File: src/hdl/bkrs_pkg.sv
`timescale 1ns / 1ps
// bkrs_pkg: shared types and constants of the byte key radix sorter.
// No dependencies; used by the interfaces, controller, datapath and top level.
package bkrs_pkg;

    localparam int KEY_W       = 8;
    localparam int TAG_W       = 16;
    localparam int DIGIT_W     = 4;
    localparam int NUM_BUCKETS = 16;

    // One stored record
    typedef struct packed {
        logic [KEY_W-1:0] key;
        logic [TAG_W-1:0] tag;
    } t_rec;

    // Sequencer states
    typedef enum logic [3:0] {
        ST_LOAD,
        ST_INIT,
        ST_COUNT,
        ST_CDRAIN,
        ST_PREFIX,
        ST_SCATTER,
        ST_SDRAIN,
        ST_EMIT_RD,
        ST_EMIT_WR
    } t_state;

    // Controller to datapath commands
    typedef struct packed {
        logic load;      // input channel open
        logic idx_clr;   // read index back to zero
        logic idx_inc;   // advance read index
        logic bkt_clr;   // clear buckets, running total, prefix step
        logic cnt_rd;    // read for the counting pass
        logic pfx_en;    // one prefix-sum step
        logic sct_rd;    // read for the scatter pass
        logic pass;      // 0: low digit A->B, 1: high digit B->A
        logic emit_ld;   // load output register
        logic set_done;  // clear loaded count and drop flag
    } t_cmd;

    // Datapath to controller status
    typedef struct packed {
        logic last_acc;  // word marked last accepted
        logic idx_last;  // read index is at the final record
        logic pfx_last;  // prefix step on the final bucket
        logic out_free;  // output register can take a word
    } t_sts;

endpackage

File: src/hdl/bkrs_in_if.sv
`timescale 1ns / 1ps
// bkrs_in_if: record input channel, valid/ready with key, tag and last.
// Depends on bkrs_pkg.
interface bkrs_in_if;
    logic                        valid;
    logic                        ready;
    logic [bkrs_pkg::KEY_W-1:0]  key;
    logic [bkrs_pkg::TAG_W-1:0]  tag;
    logic                        last;

    modport source (output valid, output key, output tag, output last, input ready);
    modport sink   (input valid, input key, input tag, input last, output ready);
endinterface

File: src/hdl/bkrs_out_if.sv
`timescale 1ns / 1ps
// bkrs_out_if: sorted result channel, valid/ready with key, tag and set flags.
// Depends on bkrs_pkg.
interface bkrs_out_if;
    logic                        valid;
    logic                        ready;
    logic [bkrs_pkg::KEY_W-1:0]  sorted_key;
    logic [bkrs_pkg::TAG_W-1:0]  sorted_tag;
    logic                        end_of_set;
    logic                        overflow;

    modport source (output valid, output sorted_key, output sorted_tag,
                    output end_of_set, output overflow, input ready);
    modport sink   (input valid, input sorted_key, input sorted_tag,
                    input end_of_set, input overflow, output ready);
endinterface

File: src/hdl/bkrs_ram.sv
`timescale 1ns / 1ps
// bkrs_ram: generic simple dual-port RAM, one write port, registered read.
// No dependencies.
module bkrs_ram #(
    parameter int WIDTH = 24,
    parameter int DEPTH = 64
) (
    input  logic                     i_clk,
    input  logic                     i_wr_en,
    input  logic [$clog2(DEPTH)-1:0] i_wr_addr,
    input  logic [WIDTH-1:0]         i_wr_data,
    input  logic [$clog2(DEPTH)-1:0] i_rd_addr,
    output logic [WIDTH-1:0]         o_rd_data
);

    logic [WIDTH-1:0] r_mem [DEPTH];
    logic [WIDTH-1:0] r_rd_data;

    // Write port and registered read port
    always_ff @(posedge i_clk) begin
        if (i_wr_en) begin
            r_mem[i_wr_addr] <= i_wr_data;
        end
        r_rd_data <= r_mem[i_rd_addr];
    end

    assign o_rd_data = r_rd_data;

endmodule

File: src/hdl/bkrs_datapath.sv
`timescale 1ns / 1ps
// bkrs_datapath: record buffers A and B, bucket counters, index and output register.
// Depends on bkrs_pkg, bkrs_in_if, bkrs_out_if and bkrs_ram.
module bkrs_datapath #(
    parameter int MAX_RECORDS = 64
) (
    input  logic            i_clk,
    input  logic            i_rst_n,
    input  bkrs_pkg::t_cmd  i_cmd,
    output bkrs_pkg::t_sts  o_sts,
    bkrs_in_if.sink         i_rec,
    bkrs_out_if.source      o_res
);
    import bkrs_pkg::*;

    localparam int AW = $clog2(MAX_RECORDS);
    localparam int CW = $clog2(MAX_RECORDS + 1);

    logic [CW-1:0]      r_cnt, n_cnt;
    logic               r_drop, n_drop;
    logic [AW-1:0]      r_idx, n_idx;
    logic [DIGIT_W-1:0] r_pj, n_pj;
    logic [CW-1:0]      r_tot, n_tot;
    logic [CW-1:0]      r_bkt [NUM_BUCKETS];
    logic [CW-1:0]      n_bkt [NUM_BUCKETS];
    logic               r_cnt_dv, r_sct_dv;

    logic               r_ovld, n_ovld;
    logic [KEY_W-1:0]   r_okey;
    logic [TAG_W-1:0]   r_otag;
    logic               r_oeos, r_oovf;

    logic               accept, store;
    t_rec               a_rd, b_rd, src, in_rec;
    logic               a_we, b_we;
    logic [AW-1:0]      a_waddr;
    t_rec               a_wdata;
    logic [DIGIT_W-1:0] digit, bidx;
    logic [CW-1:0]      pos;

    // Input handshake and store-full check
    assign i_rec.ready = i_cmd.load;
    assign accept      = i_rec.valid & i_rec.ready;
    assign store       = accept && (r_cnt < CW'(MAX_RECORDS));
    assign in_rec      = '{key: i_rec.key, tag: i_rec.tag};

    // Source buffer and digit for the current pass
    assign src   = i_cmd.pass ? b_rd : a_rd;
    assign digit = i_cmd.pass ? src.key[2*DIGIT_W-1:DIGIT_W] : src.key[DIGIT_W-1:0];
    assign bidx  = i_cmd.pfx_en ? r_pj : digit;
    assign pos   = r_bkt[bidx];

    // Buffer A: loaded from input, written by the high-digit scatter
    assign a_we    = store | (r_sct_dv & i_cmd.pass);
    assign a_waddr = r_sct_dv ? pos[AW-1:0] : r_cnt[AW-1:0];
    assign a_wdata = r_sct_dv ? src : in_rec;
    assign b_we    = r_sct_dv & ~i_cmd.pass;

    bkrs_ram #(.WIDTH($bits(t_rec)), .DEPTH(MAX_RECORDS)) u_ram_a (
        .i_clk     (i_clk),
        .i_wr_en   (a_we),
        .i_wr_addr (a_waddr),
        .i_wr_data (a_wdata),
        .i_rd_addr (r_idx),
        .o_rd_data (a_rd)
    );

    bkrs_ram #(.WIDTH($bits(t_rec)), .DEPTH(MAX_RECORDS)) u_ram_b (
        .i_clk     (i_clk),
        .i_wr_en   (b_we),
        .i_wr_addr (pos[AW-1:0]),
        .i_wr_data (src),
        .i_rd_addr (r_idx),
        .o_rd_data (b_rd)
    );

    // Set bookkeeping and read index
    always_comb begin
        n_cnt  = r_cnt;
        n_drop = r_drop;
        n_idx  = r_idx;
        if (i_cmd.set_done) begin
            n_cnt  = '0;
            n_drop = 1'b0;
        end else if (store) begin
            n_cnt = r_cnt + CW'(1);
        end else if (accept) begin
            n_drop = 1'b1;
        end
        if (i_cmd.idx_clr) begin
            n_idx = '0;
        end else if (i_cmd.idx_inc) begin
            n_idx = r_idx + AW'(1);
        end
    end

    // Buckets: count, prefix sum to start offsets, then bump per scattered word
    always_comb begin
        n_bkt = r_bkt;
        n_tot = r_tot;
        n_pj  = r_pj;
        if (i_cmd.bkt_clr) begin
            for (int b = 0; b < NUM_BUCKETS; b++) begin
                n_bkt[b] = '0;
            end
            n_tot = '0;
            n_pj  = '0;
        end else if (i_cmd.pfx_en) begin
            n_bkt[bidx] = r_tot;
            n_tot       = r_tot + pos;
            n_pj        = r_pj + DIGIT_W'(1);
        end else if (r_cnt_dv || r_sct_dv) begin
            n_bkt[bidx] = pos + CW'(1);
        end
    end

    // Output register
    always_comb begin
        n_ovld = r_ovld;
        if (i_cmd.emit_ld) begin
            n_ovld = 1'b1;
        end else if (o_res.ready) begin
            n_ovld = 1'b0;
        end
    end

    always_ff @(posedge i_clk) begin
        if (!i_rst_n) begin
            r_cnt    <= '0;
            r_drop   <= 1'b0;
            r_idx    <= '0;
            r_cnt_dv <= 1'b0;
            r_sct_dv <= 1'b0;
            r_ovld   <= 1'b0;
        end else begin
            r_cnt    <= n_cnt;
            r_drop   <= n_drop;
            r_idx    <= n_idx;
            r_cnt_dv <= i_cmd.cnt_rd;
            r_sct_dv <= i_cmd.sct_rd;
            r_ovld   <= n_ovld;
        end
    end

    always_ff @(posedge i_clk) begin
        r_bkt <= n_bkt;
        r_tot <= n_tot;
        r_pj  <= n_pj;
        if (i_cmd.emit_ld) begin
            r_okey <= a_rd.key;
            r_otag <= a_rd.tag;
            r_oeos <= o_sts.idx_last;
            r_oovf <= r_drop;
        end
    end

    assign o_res.valid      = r_ovld;
    assign o_res.sorted_key = r_okey;
    assign o_res.sorted_tag = r_otag;
    assign o_res.end_of_set = r_oeos;
    assign o_res.overflow   = r_oovf;

    // Status to the controller
    assign o_sts.last_acc = accept & i_rec.last;
    assign o_sts.idx_last = (CW'(r_idx) + CW'(1)) == r_cnt;
    assign o_sts.pfx_last = &r_pj;
    assign o_sts.out_free = ~r_ovld | o_res.ready;

    // Checks
    a_pos_in_set: assert property (@(posedge i_clk) disable iff (!i_rst_n)
        r_sct_dv |-> (pos < r_cnt))
        else $error("scatter offset beyond loaded set");

    a_cnt_bound: assert property (@(posedge i_clk) disable iff (!i_rst_n)
        r_cnt <= CW'(MAX_RECORDS))
        else $error("loaded count above capacity");

    a_emit_free: assert property (@(posedge i_clk) disable iff (!i_rst_n)
        i_cmd.emit_ld |-> o_sts.out_free)
        else $error("output register overwritten");

    a_set_clear: assert property (@(posedge i_clk) disable iff (!i_rst_n)
        (i_cmd.emit_ld && o_sts.idx_last) |=> ((r_cnt == '0) && !r_drop))
        else $error("set state not cleared after final word");

    a_bkt_port: assert property (@(posedge i_clk) disable iff (!i_rst_n)
        (r_cnt_dv || r_sct_dv) |-> !i_cmd.pfx_en)
        else $error("bucket update collides with prefix step");

endmodule

File: src/hdl/bkrs_ctrl.sv
`timescale 1ns / 1ps
// bkrs_ctrl: sequencer for load, two radix passes and emit.
// Depends on bkrs_pkg.
module bkrs_ctrl (
    input  logic            i_clk,
    input  logic            i_rst_n,
    input  bkrs_pkg::t_sts  i_sts,
    output bkrs_pkg::t_cmd  o_cmd
);
    import bkrs_pkg::*;

    t_state r_state, n_state;
    logic   r_pass, n_pass;

    // State register
    always_ff @(posedge i_clk) begin
        if (!i_rst_n) begin
            r_state <= ST_LOAD;
            r_pass  <= 1'b0;
        end else begin
            r_state <= n_state;
            r_pass  <= n_pass;
        end
    end

    // Next state and commands
    always_comb begin
        n_state    = r_state;
        n_pass     = r_pass;
        o_cmd      = '0;
        o_cmd.pass = r_pass;
        case (r_state)
            ST_LOAD: begin
                o_cmd.load = 1'b1;
                if (i_sts.last_acc) begin
                    n_state = ST_INIT;
                end
            end
            ST_INIT: begin
                o_cmd.bkt_clr = 1'b1;
                o_cmd.idx_clr = 1'b1;
                n_state       = ST_COUNT;
            end
            ST_COUNT: begin
                o_cmd.cnt_rd = 1'b1;
                if (i_sts.idx_last) begin
                    n_state = ST_CDRAIN;
                end else begin
                    o_cmd.idx_inc = 1'b1;
                end
            end
            ST_CDRAIN: begin
                // last count update lands here
                o_cmd.idx_clr = 1'b1;
                n_state       = ST_PREFIX;
            end
            ST_PREFIX: begin
                o_cmd.pfx_en = 1'b1;
                if (i_sts.pfx_last) begin
                    n_state = ST_SCATTER;
                end
            end
            ST_SCATTER: begin
                o_cmd.sct_rd = 1'b1;
                if (i_sts.idx_last) begin
                    n_state = ST_SDRAIN;
                end else begin
                    o_cmd.idx_inc = 1'b1;
                end
            end
            ST_SDRAIN: begin
                o_cmd.idx_clr = 1'b1;
                if (!r_pass) begin
                    n_pass  = 1'b1;
                    n_state = ST_INIT;
                end else begin
                    n_pass  = 1'b0;
                    n_state = ST_EMIT_RD;
                end
            end
            ST_EMIT_RD: begin
                // buffer A read at the index, data next cycle
                n_state = ST_EMIT_WR;
            end
            ST_EMIT_WR: begin
                if (i_sts.out_free) begin
                    o_cmd.emit_ld = 1'b1;
                    if (i_sts.idx_last) begin
                        o_cmd.set_done = 1'b1;
                        n_state        = ST_LOAD;
                    end else begin
                        o_cmd.idx_inc = 1'b1;
                        n_state       = ST_EMIT_RD;
                    end
                end
            end
            default: begin
                n_state = ST_LOAD;
            end
        endcase
    end

endmodule

File: src/hdl/byte_key_radix_sorter.sv
`timescale 1ns / 1ps
// byte_key_radix_sorter: top level, controller plus datapath.
// Depends on bkrs_pkg, bkrs_in_if, bkrs_out_if, bkrs_ctrl and bkrs_datapath.
//
// Records (8-bit key, 16-bit tag) load one word per cycle into buffer A. The
// word marked last closes the set; the block then stops taking input and sorts
// by ascending key with a stable two-pass radix sort on 4-bit digits, each pass
// a count over the set, a 16-step prefix sum and a scatter into the other
// buffer, and finally emits the records in order, end_of_set on the final one.
// The sort is paced by the single read port of each record buffer, and emitting
// reads each record from buffer A and loads it into the output register, held by
// any output stall; input reopens right after the final word is registered.
// Records arriving with MAX_RECORDS already loaded are dropped, and overflow is
// then set in every result word of that set.
module byte_key_radix_sorter #(
    parameter int MAX_RECORDS = 64
) (
    input  logic        i_clk,
    input  logic        i_rst_n,
    bkrs_in_if.sink     i_rec,
    bkrs_out_if.source  o_res
);
    import bkrs_pkg::*;

    t_cmd cmd;
    t_sts sts;

    bkrs_ctrl u_ctrl (
        .i_clk   (i_clk),
        .i_rst_n (i_rst_n),
        .i_sts   (sts),
        .o_cmd   (cmd)
    );

    bkrs_datapath #(.MAX_RECORDS(MAX_RECORDS)) u_datapath (
        .i_clk   (i_clk),
        .i_rst_n (i_rst_n),
        .i_cmd   (cmd),
        .o_sts   (sts),
        .i_rec   (i_rec),
        .o_res   (o_res)
    );

endmodule

File: src/flat_wrapper.sv
// flat-port wrapper written by rule: the top's interface ports become plain ports
module byte_key_radix_sorter_flat import bkrs_pkg::*;
#(
    parameter int MAX_RECORDS = 64
)
  (i_clk, i_rst_n, i_rec_valid, i_rec_key, i_rec_tag, i_rec_last, i_rec_ready, o_res_valid, o_res_sorted_key, o_res_sorted_tag, o_res_end_of_set, o_res_overflow, o_res_ready);
  bkrs_in_if i_rec_i ();
  bkrs_out_if o_res_i ();
  input  logic i_clk;
  input  logic i_rst_n;
  input wire logic [$bits(i_rec_i.valid)-1:0] i_rec_valid;
  input wire logic [$bits(i_rec_i.key)-1:0] i_rec_key;
  input wire logic [$bits(i_rec_i.tag)-1:0] i_rec_tag;
  input wire logic [$bits(i_rec_i.last)-1:0] i_rec_last;
  output wire logic [$bits(i_rec_i.ready)-1:0] i_rec_ready;
  output wire logic [$bits(o_res_i.valid)-1:0] o_res_valid;
  output wire logic [$bits(o_res_i.sorted_key)-1:0] o_res_sorted_key;
  output wire logic [$bits(o_res_i.sorted_tag)-1:0] o_res_sorted_tag;
  output wire logic [$bits(o_res_i.end_of_set)-1:0] o_res_end_of_set;
  output wire logic [$bits(o_res_i.overflow)-1:0] o_res_overflow;
  input wire logic [$bits(o_res_i.ready)-1:0] o_res_ready;
  assign i_rec_i.valid = i_rec_valid;
  assign i_rec_i.key = i_rec_key;
  assign i_rec_i.tag = i_rec_tag;
  assign i_rec_i.last = i_rec_last;
  assign i_rec_ready = i_rec_i.ready;
  assign o_res_valid = o_res_i.valid;
  assign o_res_sorted_key = o_res_i.sorted_key;
  assign o_res_sorted_tag = o_res_i.sorted_tag;
  assign o_res_end_of_set = o_res_i.end_of_set;
  assign o_res_overflow = o_res_i.overflow;
  assign o_res_i.ready = o_res_ready;
  byte_key_radix_sorter #(.MAX_RECORDS(MAX_RECORDS)) u_core (.i_clk(i_clk), .i_rst_n(i_rst_n), .i_rec(i_rec_i), .o_res(o_res_i));
endmodule
File: config.mk
export PLATFORM = sky130hd
export DESIGN_NAME = byte_key_radix_sorter_flat
export DESIGN_NICKNAME = d
export VERILOG_FILES = /design/src/hdl/bkrs_pkg.sv /design/src/hdl/bkrs_in_if.sv /design/src/hdl/bkrs_out_if.sv /design/src/hdl/bkrs_ram.sv /design/src/hdl/bkrs_datapath.sv /design/src/hdl/bkrs_ctrl.sv /design/src/hdl/byte_key_radix_sorter.sv /design/src/flat_wrapper.sv
export SDC_FILE = /design/constraint.sdc
export NUM_CORES = 2
export LEC_CHECK = 0
export BUFFER_PORTS_ARGS = -buffer_cell sky130_fd_sc_hd__buf_2
export CORE_MARGIN = 2
export CORE_UTILIZATION = 50
export DETAILED_ROUTE_END_ITERATION = 10
export MAX_ROUTING_LAYER = met4
export PLACE_DENSITY = 0.65
export SYNTH_ARGS = -nofsm -noshare
export SYNTH_HDL_FRONTEND = slang
export SYNTH_SLANG_ARGS = --single-unit
File: constraint.sdc
create_clock -name i_clk -period 5.7 [get_ports i_clk]
set_input_delay 0 -clock i_clk [delete_from_list [all_inputs] [get_ports i_clk]]
set_output_delay 0 -clock i_clk [all_outputs]
set_load 0.005 [all_outputs]
==> out/summary.md <==
The number of flip-flops and latches in the synthesized netlist is 3274, and the data arrival time of the critical path is 6.17 ns. Once detail routing completed, the nets flagged for antenna violations numbered 0. Following the worst setup path forward leads to its endpoint at u_core.u_datapath.u_ram_a.r_mem[19][14]. The die is 505.9 um wide. STA classifies the critical path endpoint as a flip-flop.

The logs give 132400 um^2 for the cell area after placement and 0.16 ns for the worst-case register-to-register setup slack. The detailed placer's ending HPWL came out at 192300 um. Setup violations remaining at the end of the flow were counted as 0. The average cell area after synthesis was 22.81 um^2; the power consumption was 55.65 mW. Headroom to the max-slew limit came out at 13.44%.

The post-synthesis xor/xnor area fraction was 0.1808%. IR analysis of the VDD net gives a maximum drop of 388.8 uV. After synthesis the cells add up to 125900 um^2. The number of pins exceeding their max-slew limit in the final report is 0, and the largest clock skew in the final design is 0.04854 ns.

In this run the standard cell core region covers 250900 um^2. CTS root buffer: sky130_fd_sc_hd__clkbuf_16. Leading area contributor after synthesis: sky130_fd_sc_hd__edfxtp_1.

The source of the worst register-to-register timing path is u_core.u_ctrl.r_state[3]. In this run, synthesis inferred 3098 flip-flops with an integrated enable. For the total clock buffers created by CTS, the log shows 345. The setup path with the least slack is of type reg2reg.

Data on the critical path is required at its endpoint by 6.33 ns. The clock transition at the registers of the reported paths is 0.06 ns. The routed layout has 59570 vias. Dominant combinational cell family by area after synthesis: multiplexers.

The cell count after synthesis came out at 5522. The number of setup buffers added after CTS is 0. In this run the worst hold path is classified as in2reg.

The die is 505.9 um tall. Dividing the detail-routed wire length by the instance count gives 33.18 um. The first TritonRoute pass finished after 8 iterations. The most critical setup path has its startpoint at u_core.u_ctrl.r_state[3]. Input and output buffers added on the ports amount to 56.

For this design, the slowest cell found on the critical path is sky130_fd_sc_hd__a31oi_1. Entering global routing, the biggest net connects 100 pins. The most numerous cell type found on the critical path is sky130_fd_sc_hd__buf_4. Yosys printed 0 warnings. The commonest register cell after synthesis is sky130_fd_sc_hd__edfxtp_1. By area the synthesized netlist is led by sky130_fd_sc_hd__edfxtp_1 (74%), sky130_fd_sc_hd__mux4_2 (18%), sky130_fd_sc_hd__dfxtp_1 (2.8%). The initial antenna violation count is 16, and the violation count after the first detailed-routing iteration is 7849. The number of global-route vias before repair was 59520; the biggest fanout along the worst timing path was 22. For this run the aggregate overflow at the end of global routing stands at 0. The logs give 0.8943 for the placer's final routability congestion estimate and 57 for the number of primary I/O pins. The worst setup path is launched from a flip-flop.

The critical path goes through or4b_1 > mux2i_4 > mux4_1 > a22oi_1 > nand2_1 > a31oi_1 > nand2b_1 > buf_4 > nor2_4 > buf_4. The run gives 72 as the number of library cell types mapped by synthesis. The floorplan step defined a die boundary enclosing 255900 um^2. The run gives 25.34% as the global-route total usage across every layer. Summing the areas of all compound-gate instances in the mapped netlist gives 1.276% of the synthesized area. Layout overhead on the synthesized area: 14.05%. Counting instances, the worst hold path has a depth of 4.

The initial standard-cell utilization of the core came out at 50.18%. The logic depth of the worst register-to-register path was 10. After detailed routing, the number of vias per cell comes to 6.276. Subtracting the final worst setup slack from the clock period gives 5.539 ns.

For the DRC violation count after routing, the log shows 0. Once layout is done, the placed cells without fillers occupy 143600 um^2. After synthesis, the largest area contributor takes up 73.87% of total cell area. Broken down by cell family, the worst path's largest delay share belongs to simple AND/OR/NAND/NOR gates. The logic depth of the worst path, buffers included was 10. The cell leakage power was 43.04 nW.

The post-route netlist has 33.02% of its cells at a drive strength greater than 1. TritonCTS built the clock tree. Synthesis produced a netlist with a net count of 5561.

At the later pin of the worst-skew pair, clock insertion delay measures 0.95 ns. The tools report the sequential share of the synthesized area as 76.67%. The power per unit of standard cell area was 387.5 nW/um^2; the count of H-tree levels built during CTS was 5. The longest clock path from root to sink contains 4 buffers. The post-synthesis share of cell area spent on and, or, nand and nor gates is 1.745%. The final hold slack is 0.07111 ns.

After synthesis, the share of flip-flops with an asynchronous set or reset is 0%. The row count is 184. The wire length of the first global-routing pass is 447400 um.

Setup repair after global routing could not meet its margin everywhere. In the final design database the tool counted 5908 nets. Across the run, the number of max-cap violations was 0. The transition time at the pin with the least slew margin works out to 1.292 ns. Multiplexer share of the synthesized area: 19.00%.

The total count of hold-check failures in the final report is 0, and the portion of the clock cycle consumed by the worst path in the final layout is 97.18%. For the total wirelength of the detailed-routed design, the log shows 314900 um. The flow ran to the end, and the final reports show no timing, DRC or antenna violations. Clock tree synthesis found a total of 3274 sinks. Of the total synthesized cell area, the portion taken by full adders, half adders and majority gates is 0.1053%. For this run, the slowest stage of the critical path takes 1.08 ns. The achievable clock frequency is 180.5 MHz, and the buffer and inverter count on the worst path is 2.

Setup total negative slack on the finished layout was measured at 0 ns. The endpoint identified for the worst register-to-register timing path is u_core.u_datapath.u_ram_a.r_mem[19][14].
-- cell usage in the layout, fill, tap and decap left out, types with 14 or more instances in the layout --
master and n:
sky130_fd_sc_hd__edfxtp_1 3098, sky130_fd_sc_hd__mux4_2 1009, sky130_fd_sc_hd__clkbuf_16 349, sky130_fd_sc_hd__buf_4 205, sky130_fd_sc_hd__dfxtp_1 168, sky130_fd_sc_hd__nor2_4 141
sky130_fd_sc_hd__nor2_1 139, sky130_fd_sc_hd__nand2_1 109, sky130_fd_sc_hd__clkbuf_1 78, sky130_fd_sc_hd__o21ai_0 72, sky130_fd_sc_hd__a21oi_1 69, sky130_fd_sc_hd__clkinv_1 63
sky130_fd_sc_hd__clkinv_2 57, sky130_fd_sc_hd__buf_2 56, sky130_fd_sc_hd__mux2i_1 54, sky130_fd_sc_hd__mux2_2 50, sky130_fd_sc_hd__a211oi_1 36, sky130_fd_sc_hd__bufinv_16 34
sky130_fd_sc_hd__buf_12 31, sky130_fd_sc_hd__nand3_1 23, sky130_fd_sc_hd__dlygate4sd3_1 23, sky130_fd_sc_hd__o211ai_1 17, sky130_fd_sc_hd__diode_2 14, sky130_fd_sc_hd__nor3_1 14
sky130_fd_sc_hd__xnor2_1 14
-- registers in the layout (all words and copies together), names as in the netlist --
register and cells:
u_core.u_datapath.u_ram_b.o_rd_data 24, u_core.u_datapath.r_pj 4, u_core.u_datapath.r_cnt 7, u_core.u_datapath.r_drop 1, u_core.u_datapath.r_bkt 96, u_core.u_datapath.o_res.end_of_set 1
u_core.u_datapath.r_cnt_dv 1, u_core.u_datapath.o_res.sorted_key 8, u_core.u_datapath.r_tot 6, u_core.u_ctrl.r_pass 1, u_core.u_ctrl.r_state 4, u_core.u_datapath.u_ram_a.r_mem 1536
u_core.u_datapath.o_res.valid 1, u_core.u_datapath.o_res.overflow 1, u_core.u_datapath.r_idx 6, u_core.u_datapath.u_ram_b.r_mem 1536, u_core.u_datapath.r_sct_dv 1, u_core.u_datapath.o_res.sorted_tag 16
u_core.u_datapath.u_ram_a.o_rd_data 24
-- logic make-up after synthesis --
kind of cell / Yosys count
buffers and inverters: 331
xor gates and xnor gates: 26
DFF: 3274
muxes: 1119
and+or+nand+nor: 510
AOI/OAI and AO/OA: 252
adders and majority gates: 10
-- cell usage after synthesis (6+ instances only) --
cell                          n
sky130_fd_sc_hd__edfxtp_1  3098
sky130_fd_sc_hd__mux4_2    1009
sky130_fd_sc_hd__nor2_1     288
sky130_fd_sc_hd__clkbuf_1   224
sky130_fd_sc_hd__dfxtp_1    176
sky130_fd_sc_hd__nand2_1    109
sky130_fd_sc_hd__buf_1       81
sky130_fd_sc_hd__o21ai_0     72
sky130_fd_sc_hd__a21oi_1     70
sky130_fd_sc_hd__mux2i_1     55
sky130_fd_sc_hd__mux2_2      51
sky130_fd_sc_hd__a211oi_1    36
sky130_fd_sc_hd__nand3_1     25
sky130_fd_sc_hd__o211ai_1    17
sky130_fd_sc_hd__nor3_1      15
sky130_fd_sc_hd__xnor2_1     14
sky130_fd_sc_hd__nand2b_1    13
sky130_fd_sc_hd__inv_1       12
sky130_fd_sc_hd__xor2_1      12
sky130_fd_sc_hd__a21oi_2     11
sky130_fd_sc_hd__or2_2       11
sky130_fd_sc_hd__nor2b_1     10
sky130_fd_sc_hd__ha_1         9
sky130_fd_sc_hd__or3_1        9
sky130_fd_sc_hd__buf_2        8
sky130_fd_sc_hd__a21o_1       6
-- final cells by class --
cell class,instances,area [um^2]
clock buffer,436,9150
inverter,12,45.04
clock inverter,171,1719
sequential,3274,96580
tap,3348,4189
timing repair buffer,315,2670
fill,17970,107300
antenna,14,35.03
multi-input combinational,1921,29240
-- where the power goes --
part | leakage, nW | switching (mW) | total [mW] | internal (mW)
combinational | 8.42 | 3.96 | 6.02 | 2.06
clock | 5.33 | 8.95 | 21.8 | 12.9
sequential | 29.3 | 0.191 | 27.8 | 27.6
total | 43.0 | 13.1 | 55.7 | 42.5
-- timing repair --
item,in CTS,in global routing
hold endpoints to repair,631,0
resized for setup,0,5
hold buffers,23,0
endpoints found under the setup margin,0,324
-- through the flow --
| stage | setup WS, ns | util [%] | instances |
|---|---|---|---|
| final | 0.1606 | 57.24 | 9491 |
| after global routing | 0.0002367 | 57.23 | 9483 |
| after CTS | 0.1070 | 57.20 | 9473 |
| after detailed placement | 0.1165 | 52.78 | 8843 |
| after global placement | 0.2011 | 52.78 | 8843 |
| after floorplan | 0.8499 | - | 5522 |
-- worst register-to-register path: stages (launching register included) --
cell	delay (ns)
sky130_fd_sc_hd__dfxtp_1	0.43
sky130_fd_sc_hd__or4b_1	0.77
sky130_fd_sc_hd__mux2i_4	0.47
sky130_fd_sc_hd__mux4_1	0.62
sky130_fd_sc_hd__a22oi_1	0.38
sky130_fd_sc_hd__nand2_1	0.28
sky130_fd_sc_hd__a31oi_1	1.08
sky130_fd_sc_hd__nand2b_1	0.52
sky130_fd_sc_hd__buf_4	0.30
sky130_fd_sc_hd__nor2_4	0.07
sky130_fd_sc_hd__buf_4	0.28
-- worst min path at each step --
stage | startpoint | end | slack, ns
3_3_place_gp | i_rst_n | u_core.u_datapath.r_cnt_dv | 0.32
2_1_floorplan | i_rst_n | u_core.u_datapath.r_cnt_dv | 0.12
4_1_cts | i_rec_tag[0] | u_core.u_datapath.u_ram_a.r_mem[1][0] | 0.05
6_report | i_rec_tag[0] | u_core.u_datapath.u_ram_a.r_mem[34][0] | 0.07
3_5_place_dp | i_rst_n | u_core.u_datapath.r_cnt_dv | 0.32
5_1_grt | i_rst_n | u_core.u_datapath.r_cnt_dv | 0.09
-- routing by layer --
layer  share of wire [%]  global-route usage (%)
met3                 7.9                   4.412
met5                   0                       -
met4                 3.2                   7.786
met2                  49                   39.04
met1                  40                   35.03
Power figures use the tool's default switching activity.
